===== src/rtl/spi_pkg.sv =====
`default_nettype none
package spi_pkg;

  localparam int CW   = 32;
  localparam int PW   = 2 * CW;
  localparam int NREG = 6;
  localparam int RIW  = $clog2(NREG);

  typedef logic signed [CW-1:0] coord_t;
  typedef logic signed [CW:0]   wide_t;
  typedef logic [CW-1:0]        mag_t;
  typedef logic [CW-2:0]        span_t;
  typedef logic [PW-1:0]        prod_t;

  typedef enum logic [1:0] {
    AXIS_X = 2'd0,
    AXIS_Y = 2'd1,
    AXIS_Z = 2'd2
  } axis_t;

  typedef enum logic [RIW-1:0] {
    REG_ORIGIN_X = RIW'(0),
    REG_ORIGIN_Y = RIW'(1),
    REG_ORIGIN_Z = RIW'(2),
    REG_SPAN_X   = RIW'(3),
    REG_SPAN_Y   = RIW'(4),
    REG_SPAN_Z   = RIW'(5)
  } reg_idx_t;

  typedef struct packed {
    coord_t origin_x;
    coord_t origin_y;
    coord_t origin_z;
    span_t  span_x;
    span_t  span_y;
    span_t  span_z;
  } plate_t;

  typedef struct packed {
    coord_t start_x;
    coord_t start_y;
    coord_t start_z;
    coord_t end_x;
    coord_t end_y;
    coord_t end_z;
  } seg_t;

  typedef struct packed {
    logic   hit;
    coord_t hit_x;
    coord_t hit_y;
    coord_t hit_z;
    logic   config_error;
  } res_t;

  // per-item control that rides alongside the division
  typedef struct packed {
    logic   cfg_err;
    logic   miss;
    axis_t  n;
    coord_t start_a;
    coord_t start_b;
    logic   neg_a;
    logic   neg_b;
  } side_t;

  typedef struct packed {
    side_t side;
    mag_t  den;
    prod_t w_a;
    prod_t w_b;
  } div_t;

  // the two in-plane axes, in ascending order
  function automatic axis_t lane_a(axis_t n);
    return (n == AXIS_X) ? AXIS_Y : AXIS_X;
  endfunction

  function automatic axis_t lane_b(axis_t n);
    return (n == AXIS_Z) ? AXIS_Y : AXIS_Z;
  endfunction

  function automatic coord_t pick(axis_t a, coord_t x, coord_t y, coord_t z);
    coord_t r;
    case (a)
      AXIS_X:  r = x;
      AXIS_Y:  r = y;
      AXIS_Z:  r = z;
      default: r = z;
    endcase
    return r;
  endfunction

  function automatic span_t pick_span(axis_t a, span_t x, span_t y, span_t z);
    span_t r;
    case (a)
      AXIS_X:  r = x;
      AXIS_Y:  r = y;
      AXIS_Z:  r = z;
      default: r = z;
    endcase
    return r;
  endfunction

  function automatic wide_t ext(coord_t c);
    return {c[CW-1], c};
  endfunction

endpackage
`default_nettype wire


===== src/rtl/spi_post.sv =====
`default_nettype none
module spi_post (
  input  logic            clk,
  input  logic            rst_n,
  input  spi_pkg::plate_t plate,
  input  logic            in_valid,
  output logic            in_ready,
  input  spi_pkg::div_t   in_data,
  output logic            out_valid,
  input  logic            out_ready,
  output spi_pkg::res_t   out_data
);
  import spi_pkg::*;

  typedef struct packed {
    side_t side;
    mag_t  q_a;
    mag_t  q_b;
  } s1_t;

  typedef struct packed {
    side_t  side;
    coord_t p_a;
    coord_t p_b;
  } s2_t;

  logic v1_r, v2_r, v3_r;
  logic rdy1, rdy2, rdy3;
  s1_t  s1_r, s1_nxt;
  s2_t  s2_r, s2_nxt;
  res_t s3_r, s3_nxt;

  logic   up_a, up_b, out_a, out_b, hit;
  axis_t  ax_a, ax_b;
  coord_t org_a, org_b;
  wide_t  top_a, top_b, sa, sb;

  assign rdy3     = !v3_r || out_ready;
  assign rdy2     = !v2_r || rdy3;
  assign rdy1     = !v1_r || rdy2;
  assign in_ready = rdy1;

  // round half up on the remainder
  always_comb begin
    up_a = {in_data.w_a[PW-1:CW], 1'b0} >= {1'b0, in_data.den};
    up_b = {in_data.w_b[PW-1:CW], 1'b0} >= {1'b0, in_data.den};
    s1_nxt.side = in_data.side;
    s1_nxt.q_a  = in_data.w_a[CW-1:0] + mag_t'(up_a);
    s1_nxt.q_b  = in_data.w_b[CW-1:0] + mag_t'(up_b);
  end

  always_comb begin
    sa = s1_r.side.neg_a ? ext(s1_r.side.start_a) - $signed({1'b0, s1_r.q_a})
                         : ext(s1_r.side.start_a) + $signed({1'b0, s1_r.q_a});
    sb = s1_r.side.neg_b ? ext(s1_r.side.start_b) - $signed({1'b0, s1_r.q_b})
                         : ext(s1_r.side.start_b) + $signed({1'b0, s1_r.q_b});
    s2_nxt.side = s1_r.side;
    s2_nxt.p_a  = sa[CW-1:0];
    s2_nxt.p_b  = sb[CW-1:0];
  end

  // bounds check and result assembly
  always_comb begin
    ax_a  = lane_a(s2_r.side.n);
    ax_b  = lane_b(s2_r.side.n);
    org_a = pick(ax_a, plate.origin_x, plate.origin_y, plate.origin_z);
    org_b = pick(ax_b, plate.origin_x, plate.origin_y, plate.origin_z);
    top_a = ext(org_a)
          + $signed({2'b00, pick_span(ax_a, plate.span_x, plate.span_y, plate.span_z)});
    top_b = ext(org_b)
          + $signed({2'b00, pick_span(ax_b, plate.span_x, plate.span_y, plate.span_z)});
    out_a = (s2_r.p_a < org_a) || (ext(s2_r.p_a) > top_a);
    out_b = (s2_r.p_b < org_b) || (ext(s2_r.p_b) > top_b);
    hit   = !s2_r.side.miss && !out_a && !out_b;
    s3_nxt.hit          = hit;
    s3_nxt.config_error = s2_r.side.cfg_err;
    s3_nxt.hit_x        = '0;
    s3_nxt.hit_y        = '0;
    s3_nxt.hit_z        = '0;
    if (hit) begin
      case (s2_r.side.n)
        AXIS_X: begin
          s3_nxt.hit_x = plate.origin_x;
          s3_nxt.hit_y = s2_r.p_a;
          s3_nxt.hit_z = s2_r.p_b;
        end
        AXIS_Y: begin
          s3_nxt.hit_x = s2_r.p_a;
          s3_nxt.hit_y = plate.origin_y;
          s3_nxt.hit_z = s2_r.p_b;
        end
        AXIS_Z: begin
          s3_nxt.hit_x = s2_r.p_a;
          s3_nxt.hit_y = s2_r.p_b;
          s3_nxt.hit_z = plate.origin_z;
        end
        default: begin
          s3_nxt.hit = 1'b0;
        end
      endcase
    end
  end

  always_ff @(posedge clk) begin
    if (!rst_n) begin
      v1_r <= 1'b0;
      v2_r <= 1'b0;
      v3_r <= 1'b0;
    end else begin
      if (rdy1) v1_r <= in_valid;
      if (rdy2) v2_r <= v1_r;
      if (rdy3) v3_r <= v2_r;
    end
  end

  always_ff @(posedge clk) begin
    if (rdy1) s1_r <= s1_nxt;
    if (rdy2) s2_r <= s2_nxt;
    if (rdy3) s3_r <= s3_nxt;
  end

  assign out_valid = v3_r;
  assign out_data  = s3_r;

endmodule
`default_nettype wire


===== config.mk =====
export PLATFORM = sky130hd
export DESIGN_NAME = spi_post
export DESIGN_NICKNAME = d
export VERILOG_FILES = /design/src/rtl/spi_pkg.sv /design/src/rtl/spi_post.sv
export SDC_FILE = /design/constraint.sdc
export NUM_CORES = 1
export LEC_CHECK = 0
export BUFFER_PORTS_ARGS = -buffer_cell sky130_fd_sc_hd__clkbuf_2
export CORE_MARGIN = 2
export CORE_UTILIZATION = 55
export DETAILED_ROUTE_END_ITERATION = 10
export GPL_TIMING_DRIVEN = 0
export PLACE_DENSITY = 0.8
export SYNTH_ARGS = -nofsm -noshare
export SYNTH_HDL_FRONTEND = slang
export SYNTH_SLANG_ARGS = --single-unit

===== constraint.sdc =====
create_clock -name clk -period 7.4 [get_ports clk]
set_input_delay 1.48 -clock clk [delete_from_list [all_inputs] [get_ports clk]]
set_output_delay 1.48 -clock clk [all_outputs]
set_load 0.03 [all_outputs]

# [Yosys cells after proc, flatten, opt, wreduce, memory -nomap -nowiden]
# Index checks and enable logic that the tools add are counted.
[classes] mux=10 n_addsub=8 reduce_logical=17 order_cmp=6 eq_ne=4
[ops] op="case mux 96 bit (3 select lines)" count=1
[ops] op="case mux 32 bit (2 select lines)" count=2
[ops] op="case mux 31 bit (2 select lines)" count=2
[ops] op="adder 32 x 32 -> 33 bit" count=2
[ops] op=">= comparator 33 x 32 -> 1 bit" count=2
[ops] op="> comparator 32 x 33 -> 1 bit" count=2
[ops] op="adder 32 x 1 -> 32 bit" count=2
[ops] op="adder 32 bit" count=2
[ops] op="< comparator 32 bit" count=2
[ops] op="two-way mux 32 bit" count=2
[ops] op="subtractor 32 bit" count=2
[ops] op="zero test 1 bit" count=6
[ops] op="zero test 2 bit" count=3
[ops] op="logical OR 1 bit" count=5
[ops] op="== test 2 x 1 -> 1 bit, second input constant" count=2
[ops] op="OR reduction 3 bit" count=1
[ops] op="== test 2 bit, second input constant" count=1
[ops] op="logical AND 1 bit" count=2
[ops] op="two-way mux 1 bit" count=2
[ops] op="two-way mux 2 bit" count=1
[ops] op="== test 1 bit, second input constant" count=1
[totals] out_inout_bits=100 ff_bits=303 elab_cells=67

# [Logic depth before layout (Yosys ltp)]
# Gate-level depths: netlist of the first run.
[depth] ltp_word=10 depth_mapped=32 mapped_depth_nobuf=27

# [Least setup slack after synthesis of the first run]
# OpenSTA, ideal clock, no wires.
[synth_timing] kind="input to register" startpoint="input port plate[93] (netlist bit)" endpoint="register s3_r (netlist bit out_data[66]) (data pin)" t_arrival_ps=6563 t_required_ps=7243 setup_ps=157 n_path_buf=2 path_stages=25 slack_ps=680 path_cell_list="mux2_1 > ha_1 > fa_1 > a21oi_1 > a2bb2oi_1 > a21oi_1 > a221o_1 > a311oi_2 > o211ai_1 > a31o_1 > a21oi_1 > xor2_1 > ha_1 > a21o_1 > a21o_1 > a21o_1 > a21o_1 > a21oi_1 > nor2b_1 > a2111oi_0 > o22a_1 > o211ai_1 > buf_2 > buf_2 > nor3_1"
[synth_via] elab_chain_cells=7 word_cells_on_any_way=14
[synth_lines] element="start, declared" line_no="spi_post.sv:5" rtl="input spi_pkg::plate_t plate,"
[synth_lines] element="case mux 32 bit (2 select lines)" line_no="spi_pkg.sv:85" rtl="case (a)"
[synth_lines] element="adder 32 x 32 -> 33 bit" line_no="spi_post.sv:69" rtl="+ $signed({2'b00, pick_span(ax_a, plate.span_x, plate.span_y, plate.span_z)});"
[synth_lines] element="> comparator 32 x 33 -> 1 bit" line_no="spi_post.sv:72" rtl="out_a = (s2_r.p_a < org_a) || (ext(s2_r.p_a) > top_a);"
[synth_lines] element="logical OR 1 bit" line_no="spi_post.sv:72"
[synth_lines] element="zero test 1 bit" line_no="spi_post.sv:74" rtl="hit = !s2_r.side.miss && !out_a && !out_b;"
[synth_lines] element="logical AND 1 bit" line_no="spi_post.sv:74"
[synth_lines] element="logical AND 1 bit *" line_no="spi_post.sv:74"
[synth_lines] element="end signal, assigned" line_no="spi_post.sv:119" rtl="if (rdy3) s3_r <= s3_nxt;"
[synth_lines] element="end, declared" line_no="spi_post.sv:31" rtl="res_t s3_r, s3_nxt;"
# Mark *: on every way between the ends. The rest lies on a longest branch, timed or not.
# A chain may end at the register's enable or synchronous reset.

# [Worst setup path in the final report of the first run]
[layout_timing] startpoint="input port plate[93] (netlist bit)" endpoint="register s3_r (netlist bit out_data[2]) (data pin)"
# The elaborated chain is that of the path after synthesis.

==> metrics.md, run 1 <==
| Metric | Value |
|---|---|
| Overflow after GRT | 0 |
| Routed length per instance | 23.4 um |
| Synth warnings | 0 |
| PnR worst setup slack | approximately 170 ps |
| Clk_lat worst skew | roughly 560 ps |
| Chip Height | approximately 220 um |
| Via count | 23500 |
| Routed Antenna Nets | 0 |
| Layout net count | about 4000 |
| Clock root buffer | clkbuf_16 |
| Clock share of power | 0.226 |
| Core area | ~0.045 mm2 |
| Avg Synthesized Cell Area | approximately 9.6 um2 |
| Most common cell after layout, fill and taps aside | clkbuf_2 |
| Final worst-path cycle share | 0.977 |
| IO Pins | ~520 |
| GR Util All Layers | 0.367 |
| F_max | ~140 MHz |
| PortBufs | approximately 520 |
| HP Class | register to register |
| CTS Hold Buffers Added | 0 |
| Clock-pin slew on the worst setup and hold paths | roughly 50 ps |
| Final RePlAce weighted congestion | between 0.9 and 1 |
| Peak supply drop | between 0.00015 and 0.0002 V |
| Sw frac | 0.397 |
| Post-Synth Adder-Cell Area | 0.161 |
| Startpoint Class | input pin |
| WP data arrival | ~7600 ps |
| Initial Util | 0.558 |
| Req. time, crit path | approximately 7700 ps |
| Fraction of layout cells with a size suffix above 1 | 0.224 |
| Die W | roughly 220 um |
| Mapped Area | about 0.025 mm2 |
| Post-synthesis cell count | ~2700 |
| Pwr Density | between 200 and 250 mW/mm2 |
| Filler Cells Inserted | about 3600 |
| Critical R2R Capture | out_data[2]$_SDFFCE_PN0P_ |
| Post-synthesis mux area share | 0.0512 |
| Worst r2r path cells | 29 |
| XOR/XNOR share of the synthesized area | 0.0794 |
| Final Max Tran Viols | 0 |
| Crit end category | register |
| CTS Buffer Depth | 3 |
| Switching power total | ~2.8 mW |
| Full die area | about 0.048 mm2 |
| Internal power | about 4.2 mW |
| Synth Area in Compound Gates | 0.162 |
| Worst Tran Pin Value | 1390 ps |
| Main combinational cell family by area after synthesis | compound AO/OA/AOI/OAI gates |
| CP Class | input pin to register |
| First-pass GRT wire length | 132000 um |
| Detail Placement HPWL | roughly 75000 um |
| Minimum clock period | 7230 ps |
| Final hold vios | 0 |
| Drt drc | 0 |
| Max Clock Skew | around 29 ps |
| Vias per inst | 6.10 |
| R2R Setup Slk | 210 ps |
| Post-detailed-routing wire length | 90100 um |
| Area occupied by multi-input gates | 0.0156 mm2 |
| Origin of the critical flop-to-flop path | s2_r[130]$_DFFE_PP_ |
| Critical path origin | plate[93] |
| Post-synth EDFFs | 300 |
| Inserted Clock Buffers | 34 |
| Pre-CTS WS | -1860 ps |
| Critical path capture point | out_data[2]$_SDFFCE_PN0P_ |
| Async set-reset flop share out of synthesis | 0 |
| Row cnt | between 70 and 80 |
| Vias in the first global route | around 23000 |
| Pin count of the biggest net entering global routing | 83 |
| # setup viols final | 0 |
| Reg area | between 0.009 and 0.01 mm2 |
| Yosys reg bits | approximately 300 |
| Cell leakage power | approximately 14 nW |
| Post-synth cell types | ~90 |
| Power share of the combinational group | 0.408 |
| Post-synthesis sequential area ratio | 0.357 |
| Unrepaired setup endpoints after global routing | false |
| Status | complete, no violations |
| Fin util | 0.665 |
| Most frequent cells in the layout | clkbuf_2, ha_1, edfxtp_1 |
| Area growth syn-to-layout | 19.2% |
| Max-cap violation count | 0 |
| Syn Nets | between 3000 and 4000 |
| CTS tree | built |
| Simple-gate share of the synthesized area | 0.153 |
| Slew margin rel. | 0.0657 |
| Sequential power share | 0.366 |
| Critical Path Fanout Max | 5 |
| DR iter-0 viols | between 2000 and 2500 |
| CTS H-tree depth | 2 |
| Antenna violations before repair | 0 |
| CTS Sinks | approximately 300 |
| Drt first pass iters | 6 |
| Post-synth top flop | edfxtp_1 |
cell families after synthesis:
kind of cell / count (synthesis)
simple gates: 807
compound gates: 634
fa+ha+maj: 324
flops: 303
buf+inv: 237
xor+xnor: 228
mux: 124
synth_stat cells (55+ instances only):
cell,n,share of area
mux2i_1,78,0.031
inv_1,154,0.023
a21o_1,105,0.031
nor3_1,137,0.027
edfxtp_1,300,0.35
nor2b_1,57,0.014
nor2_1,187,0.028
xnor2_1,172,0.059
a21oi_1,235,0.046
ha_1,320,0.16
nand2_1,222,0.033
xor2_1,55,0.019
layer usage:
metal  part of all wire  vias up  global-route usage
met5                  0        -                   0
met2               0.47     1279               0.623
met1               0.39    11000               0.445
li1                   -    11000                   -
met3              0.082      285              0.0617
met4              0.060        0               0.201
state kept, by name (all words and copies together) (netlist names):
name       count
out_data      98
out_valid      1
s1_r         134
s2_r          68
v1_r           1
v2_r           1
repair_timing:
item,in CTS,in global routing
setup buffers,5,4
resized for setup,35,53
pin swaps,1,4
gates cloned,0,1
endpoints found under the setup margin,97,97
stage by stage:
stage | std cells | total power [mW] | instance area [um2] | hold slack (ps) | setup TNS (ps)
floorplan | 2657 | 4.28 | 25400 | 400 | 0
global placement | 3779 | 5.21 | 28700 | 403 | -197470
detailed placement | 3783 | 5.30 | 28900 | 407 | -149310
CTS | 3850 | 6.92 | 30100 | 419 | -64.6
global route | 3854 | 7.39 | 30200 | 427 | 0
finish | 3855 | 7.04 | 30200 | 419 | 0
critical path, cell delays in order:
cell and delay, ps:
clkbuf_2 130, mux2_1 340, ha_1 280, fa_2 380, a21oi_2 210, a2bb2oi_2 210
a21oi_2 120, a221o_1 450, a311oi_4 400, o211ai_1 200, a31o_1 300, a21oi_2 160
xor2_1 170, ha_1 260, a21o_1 180, a21o_1 180, a21o_1 180, a21o_1 170
a21oi_1 140, nor2b_1 80, a2111oi_2 320, o22a_1 250, o211ai_1 130, buf_4 200
buf_6 140, buf_4 150, nor3_2 310
worst min path at each step:
stage | from | to | slack (ps) | cells after the start
floorplan | s2_r[133]$_DFFE_PP_ | out_data[0]$_DFFE_PP_ | 400 | 0
global placement | s1_r[130]$_DFFE_PP_ | s2_r[130]$_DFFE_PP_ | 400 | 0
detailed placement | s1_r[130]$_DFFE_PP_ | s2_r[130]$_DFFE_PP_ | 410 | 0
CTS | s1_r[130]$_DFFE_PP_ | s2_r[130]$_DFFE_PP_ | 420 | 0
global route | s1_r[130]$_DFFE_PP_ | s2_r[130]$_DFFE_PP_ | 430 | 0
finish | s1_r[130]$_DFFE_PP_ | s2_r[130]$_DFFE_PP_ | 420 | 0
power by group through the flow:
stage	Clock, mW	Combinational, mW	Sequential [mW]
2_1_floorplan	0	1.83	2.45
3_3_place_gp	0	2.64	2.58
3_5_place_dp	0	2.72	2.58
4_1_cts	1.60	2.77	2.54
5_1_grt	1.67	3.16	2.57
6_report	1.59	2.87	2.57
cell type report:
class                           instances  share of cell area
Antenna cell                            1           0.0000827
Buffer                                 82              0.0130
Clock buffer                           41              0.0290
Clock inverter                         21             0.00501
Inverter                              154              0.0192
Multi-Input combinational cell       2117               0.517
Sequential cell                       303               0.300
Tap cell                              600              0.0248
Timing Repair Buffer                  536              0.0922
(Power assumes the default switching activity.)
==> inputs of run 2 (changes only) <==
- CORE_MARGIN: 2 -> unset
- clock period: 7.4 -> 6.8 ns (I/O delays scaled with it)
==> run 2 against run 1 <==
Against the previous run: setup slack worse by 52 ps; cell area is 2.1% higher; wire length shrank 1.1%; utilization grew 1.4 points; sequential share of layout area decreased by 0.61 points; first-iteration DRC count up 5.0%; largest power group unchanged.
==> metrics.md, run 2 (same netlist as run 1, synthesis figures left out) <==
| Metric | Value |
|---|---|
| Critical Path Fanout Max | 10 (+5) |
| Startpoint Class | input pin |
| Cell total after placement | 3783 (unchanged) |
| Max Clock Skew | 20.6 ps (-8.46 ps) |
| Max-cap violation count | 0 (unchanged) |
| Pin count of the biggest net entering global routing | 81 (-2.4%) |
| Number of flip-flops in the largest register | 134 (unchanged) |
| Row cnt | 78 (unchanged) |
| Detail Placement HPWL | 73400 um (-1.6%) |
| Antenna violations before repair | 4 (+4) |
| Top reg by flops | s1_r |
| Most frequent cells in the layout | clkbuf_2, ha_1, edfxtp_1 |
| Pwr Density | 251 mW/mm2 (+7.7%) |
| TNS Setup | 0 ps (unchanged) |
| IO Pins | 523 (unchanged) |
| Most common cell after layout, fill and taps aside | clkbuf_2 |
| Fraction of layout cells with a size suffix above 1 | 0.249 (+0.0243) |
| Routed Antenna Nets | 0 (unchanged) |
| Max incr delay on CP | 390 ps (-60 ps) |
| Layout net count | 3978 (+0.075%) |
| Final Non-Filler Cells | 3858 (+0.078%) |
| Inserted Clock Buffers | 34 (unchanged) |
| Most frequent CP cell | a21o_1 |
| Req. time, crit path | 7180 ps (-540 ps) |
| Chip Height | 217 um (-0.91%) |
| First-pass GRT wire length | 132000 um (-0.23%) |
| HP Class | register to register |
| CTS tree | built |
| Clock root buffer | clkbuf_16 |
| Drt drc | 0 (unchanged) |
| Cell leakage power | 14.4 nW (+0.95%) |
| Initial Util | 0.558 (unchanged) |
| CTS Buffer Depth | 3 (unchanged) |
| Vias in the first global route | 22900 (+0.23%) |
| Die W | 217 um (-0.91%) |
| Final RePlAce weighted congestion | 1.02 (+3.0%) |
| Worst Tran Pin Value | 1270 ps (-129 ps) |
| DR iter-0 viols | 2202 (+5.0%) |
| Final worst-path cycle share | 0.983 |
| Area growth syn-to-layout | 21.7% |
| Via count | 23400 (-0.37%) |
| CTS Sinks | 303 (unchanged) |
| Final hold vios | 0 (unchanged) |
| Fin util | 0.679 (+0.0139) |
| Full die area | 0.0470 mm2 (-1.8%) |
| CTS Hold Buffers Added | 0 (unchanged) |
| F_max | approximately 150 MHz |
| WP data arrival | 7060 ps (-490 ps) |
| Slew margin rel. | 0.152 (+0.0866) |
| GR Util All Layers | 0.370 (+0.00302) |
| Peak supply drop | 0.000211 V (+30%) |
| Post-detailed-routing wire length | 89100 um (-1.1%) |
| Vias per inst | 6.07 (-0.44%) |
| Worst path slowest cell | a221o_1 |
| CTS H-tree depth | 2 (unchanged) |
| Filler Cells Inserted | 3648 (+0.055%) |
| Core area | 0.0455 mm2 (unchanged) |
| Status | complete, no violations |
| Final Max Tran Viols | 0 (unchanged) |
| Overflow after GRT | 0 (unchanged) |
| PortBufs | 522 (unchanged) |
| Minimum clock period | roughly 6700 ps |
| Clock-pin slew on the worst setup and hold paths | 60 ps (about the same) |
| Clk_lat worst skew | 560 ps (about the same) |
| # setup viols final | 0 (unchanged) |
| Crit end category | register |
| CP Class | input pin to register |
| Unrepaired setup endpoints after global routing | true |
| Drt first pass iters | 7 (+1) |
| Routed length per instance | 23.1 um (-1.1%) |
[run 2: final timing paths]
kind / startpoint / endpoint / slack [ps] / cells after the start
max reg2reg: s2_r[131]$_DFFE_PP_ / out_data[19]$_SDFFCE_PN0P_ / 140 / 28
max: plate[93] / out_data[19]$_SDFFCE_PN0P_ / 120 / 26
min: s1_r[130]$_DFFE_PP_ / s2_r[130]$_DFFE_PP_ / 420 / 0
min reg2reg: s1_r[130]$_DFFE_PP_ / s2_r[130]$_DFFE_PP_ / 420 / 0
[run 2: worst max-delay path, delay by kind of cell]
family / cells / cell delay [ps]
AND/OR/NAND/NOR: 2 / 270
adder cells (fa/ha/maj): 3 / 810
multiplexers: 1 / 320
XOR/XNOR: 1 / 160
AO/OA/AOI/OAI: 16 / 3530
buffers and inverters: 3 / 590
[run 2: layer usage]
layer  up-vias  routed length, um  track usage
met5         -                  0            0
met2      1146              42500        0.641
li1      11000                  -            -
met4         0               5560        0.210
met1     11100              34500        0.436
met3       253               6600       0.0605
[run 2: power breakdown]
group          internal, mW  leakage [nW]  switching, mW
Sequential             2.36          3.34          0.429
Clock                 0.927         0.490          0.763
Combinational          1.34          10.5           1.92
Total                  4.63          14.4           3.11
[run 2: cell type report]
cell class                      instances  area, um2  share of cell area
Tap cell                              600        751              0.0243
Inverter                              154        581              0.0188
Buffer                                 79        479              0.0155
Sequential cell                       303       9070               0.294
Clock buffer                           40        873              0.0283
Clock inverter                         19        121             0.00393
Antenna cell                            4       10.0            0.000324
Timing Repair Buffer                  542       2850              0.0922
Multi-Input combinational cell       2117      16100               0.523
[run 2: per-stage QoR]
stage | setup WS, ps | instance area [um2] | power (mW) | hold WS [ps]
after global placement | -2460 | 28700 | 5.65 | 402
after CTS | 5.76 | 30400 | 7.56 | 422
final | 116 | 30900 | 7.74 | 421
after detailed placement | -2400 | 28900 | 5.75 | 408
after global routing | -25.7 | 30900 | 8.11 | 427
after floorplan | 200 | 25400 | 4.66 | 400
[run 2: timing repair]
item                       in CTS  in global routing
cloned                          1                  0
setup endpoints to repair      97                 97
resized for setup             120                 97
buffers inserted               11                  5
pin swaps                      10                 21
==> inputs of run 3 (changes only) <==
--- a/config.mk
+++ b/config.mk
@@ -8,2 +8,3 @@
 export BUFFER_PORTS_ARGS = -buffer_cell sky130_fd_sc_hd__clkbuf_2
+export CORE_MARGIN = 3
 export CORE_UTILIZATION = 55
==> constraint.sdc (replaced) <==
create_clock -name clk -period 6.8 [get_ports clk]
set_input_delay 0.68 -clock clk [delete_from_list [all_inputs] [get_ports clk]]
set_output_delay 0.68 -clock clk [all_outputs]
set_load 0.03 [all_outputs]
==> run 3 against run 2 <==
Against the previous run: register-to-register slack worse by 40 ps; via count is 0.41% lower; non-clock buffer count shrank 2; cell area is 0.55% lower; clock skew is 4.2 ps higher; power grew 0.51%; die area increased by 3.7%; clock-buffer cell count fell by 1; fmax down 0.26%; critical path depth increased by 6; largest power group unchanged; highest routed layer unchanged.
==> metrics.md, run 3 (same netlist as run 1, synthesis figures left out) <==
| Metric | Value |
|---|---|
| Status | complete, no violations |
| Clk_lat worst skew | 560 ps (about the same) |
| Final Max Tran Viols | 0 (unchanged) |
| CTS Buffer Depth | 3 (unchanged) |
| Die W | 221 um (+1.8%) |
| IO Pins | 523 (unchanged) |
| Post-detailed-routing wire length | 87900 um (-1.3%) |
| Final hold vios | 0 (unchanged) |
| Crit end category | register |
| Fraction of layout cells with a size suffix above 1 | 0.243 (-0.00569) |
| TNS Setup | 0 ps (unchanged) |
| Pwr Density | 253 mW/mm2 (+1.1%) |
| Max-cap violation count | 0 (unchanged) |
| Overflow after GRT | 0 (unchanged) |
| Final worst-path cycle share | 0.985 (+0.00253) |
| Max Clock Skew | 24.8 ps (+4.24 ps) |
| Total power | 7.78 mW (+0.51%) |
| Initial Util | 0.558 (unchanged) |
| # setup viols final | 0 (unchanged) |
| Worst Tran Pin Value | 1320 ps (+52.3 ps) |
| F_max | 149 MHz (-0.26%) |
| CTS Hold Buffers Added | 0 (unchanged) |
| Detail Placement HPWL | 72800 um (-0.86%) |
| Hold WS | 300 ps (-121 ps) |
| Area growth syn-to-layout | 21.0% |
| Power share of the combinational group | 0.408 (-0.014) |
| Peak supply drop | 0.000242 V (+15%) |
| Chip Height | 221 um (+1.8%) |
| Drt first pass iters | 5 (-2) |
| Layout net count | 3976 (-0.050%) |
| CTS H-tree depth | 2 (unchanged) |
| WP data arrival | 7060 ps (about the same) |
| Inserted Clock Buffers | 34 (unchanged) |
| Max incr delay on CP | 400 ps (about the same) |
| Sw frac | 0.389 (-0.0135) |
| Drt drc | 0 (unchanged) |
| Final RePlAce weighted congestion | 1.04 (+1.2%) |
| Routed length per instance | 22.8 um (-1.2%) |
| CTS tree | built |
| Sequential power share | 0.358 (-0.002) |
| CP Class | register to register |
| Fin util | 0.675 (-0.00371) |
| Area occupied by multi-input gates | 0.0159 mm2 (-1.3%) |
| Critical path origin | s2_r[131]$_DFFE_PP_ |
| Top reg by flops | s1_r |
| Routed Antenna Nets | 0 (unchanged) |
| Pin count of the biggest net entering global routing | 80 (-1.2%) |
| Startpoint Class | register |
| Worst path slowest cell | a221o_1 |
| Unrepaired setup endpoints after global routing | true |
| Vias in the first global route | 23000 (+0.38%) |
| Row cnt | 78 (unchanged) |
| Most frequent cells in the layout | clkbuf_2, ha_1, edfxtp_1 |
| Via count | 23300 (-0.41%) |
| GR Util All Layers | 0.345 (-0.0248) |
| Clock-pin slew on the worst setup and hold paths | 60 ps (about the same) |
| Worst hold start | in_data[191] |
| Clock share of power | 0.234 (+0.016) |
| Internal power | 4.75 mW (+2.8%) |
| Slew margin rel. | 0.117 (-0.0350) |
| CTS Sinks | 303 (unchanged) |
| Req. time, crit path | 7160 ps (-20 ps) |
| Number of flip-flops in the largest register | 134 (unchanged) |
| DR iter-0 viols | 2379 (+8.0%) |
| Cell leakage power | 14.3 nW (-0.20%) |
| Core area | 0.0455 mm2 (unchanged) |
| Antenna violations before repair | 1 (-3) |
| Minimum clock period | 6700 ps (+17.2 ps) |
| Switching power total | 3.02 mW (-2.9%) |
| PortBufs | 522 (unchanged) |
| Vias per inst | 6.05 (-0.31%) |
| Reg area | 0.00907 mm2 (unchanged) |
| Origin of the critical flop-to-flop path | s2_r[131]$_DFFE_PP_ |
| Filler Cells Inserted | 3649 (+0.027%) |
| Most common cell after layout, fill and taps aside | clkbuf_2 |
| First-pass GRT wire length | 132000 um (about the same) |
| Full die area | 0.0488 mm2 (+3.7%) |
| Clock root buffer | clkbuf_16 |
| Critical Path Fanout Max | 10 (unchanged) |
| HP Class | input pin to register |
-- run 3: changes by cell type in the layout (fill, tap and decap cells not counted), moves of 3 or more --
cell	previous run	this run
nor3_4	21	8
nor3_1	62	81
ha_4	3	0
bufinv_16	0	4
mux2i_2	6	3
ha_2	3	6
clkbuf_8	3	0
clkinv_2	7	3
nor3_2	54	48
-- run 3: worst paths after layout --
check,to,depth (start not counted),slack (ps)
hold / removal,s1_r[95]$_DFFE_PP_,1,300
setup reg to reg,out_data[41]$_SDFFCE_PN0P_,32,100
hold reg to reg,s2_r[130]$_DFFE_PP_,0,430
setup / recovery,out_data[41]$_SDFFCE_PN0P_,32,100
-- run 3: timing repair --
item / CTS / global route
setup buffers: 8 / 4
gates resized for setup: 82 / 105
setup endpoints to repair: 97 / 97
pin swaps: 12 / 12
-- run 3: per-layer routing --
layer | global-route usage | vias to the layer above | share of wire
li1 | - | 11000 | -
met1 | 0.418 | 11000 | 0.38
met2 | 0.602 | 1174 | 0.48
met3 | 0.0574 | 239 | 0.079
met4 | 0.163 | 0 | 0.054
met5 | 0 | - | 0
-- run 3: through the flow --
stage,setup WS (ps),std cells,area (um2)
after CTS,1.06,3849,30300
final,98.6,3854,30700
after floorplan,460,2657,25400
after global routing,-66.1,3852,30700
after global placement,-2450,3779,28700
after detailed placement,-2410,3783,28900
-- run 3: worst max-delay path, delay by kind of cell (launching register included) --
family | cells | cell delay [ps]
buf+inv | 7 | 1180
xor+xnor | 1 | 180
simple gates | 5 | 550
flops | 1 | 350
fa+ha+maj | 3 | 850
compound gates | 16 | 3410
-- run 3: power by group through the flow --
stage / clock network, mW / registers, mW / logic, mW
6_report: 1.82 / 2.78 / 3.17
5_1_grt: 1.92 / 2.78 / 3.48
4_1_cts: 1.85 / 2.75 / 3.04
3_5_place_dp: 0 / 2.79 / 2.95
3_3_place_gp: 0 / 2.79 / 2.86
2_1_floorplan: 0 / 2.67 / 1.99
-- run 3: area by class of cell --
cell class	count	share of cell area
Timing Repair Buffer	538	0.0918
Clock buffer	39	0.0283
Buffer	81	0.0150
Inverter	154	0.0189
Tap cell	600	0.0244
Antenna cell	2	0.000163
Clock inverter	20	0.00713
Multi-Input combinational cell	2117	0.519
Sequential cell	303	0.295
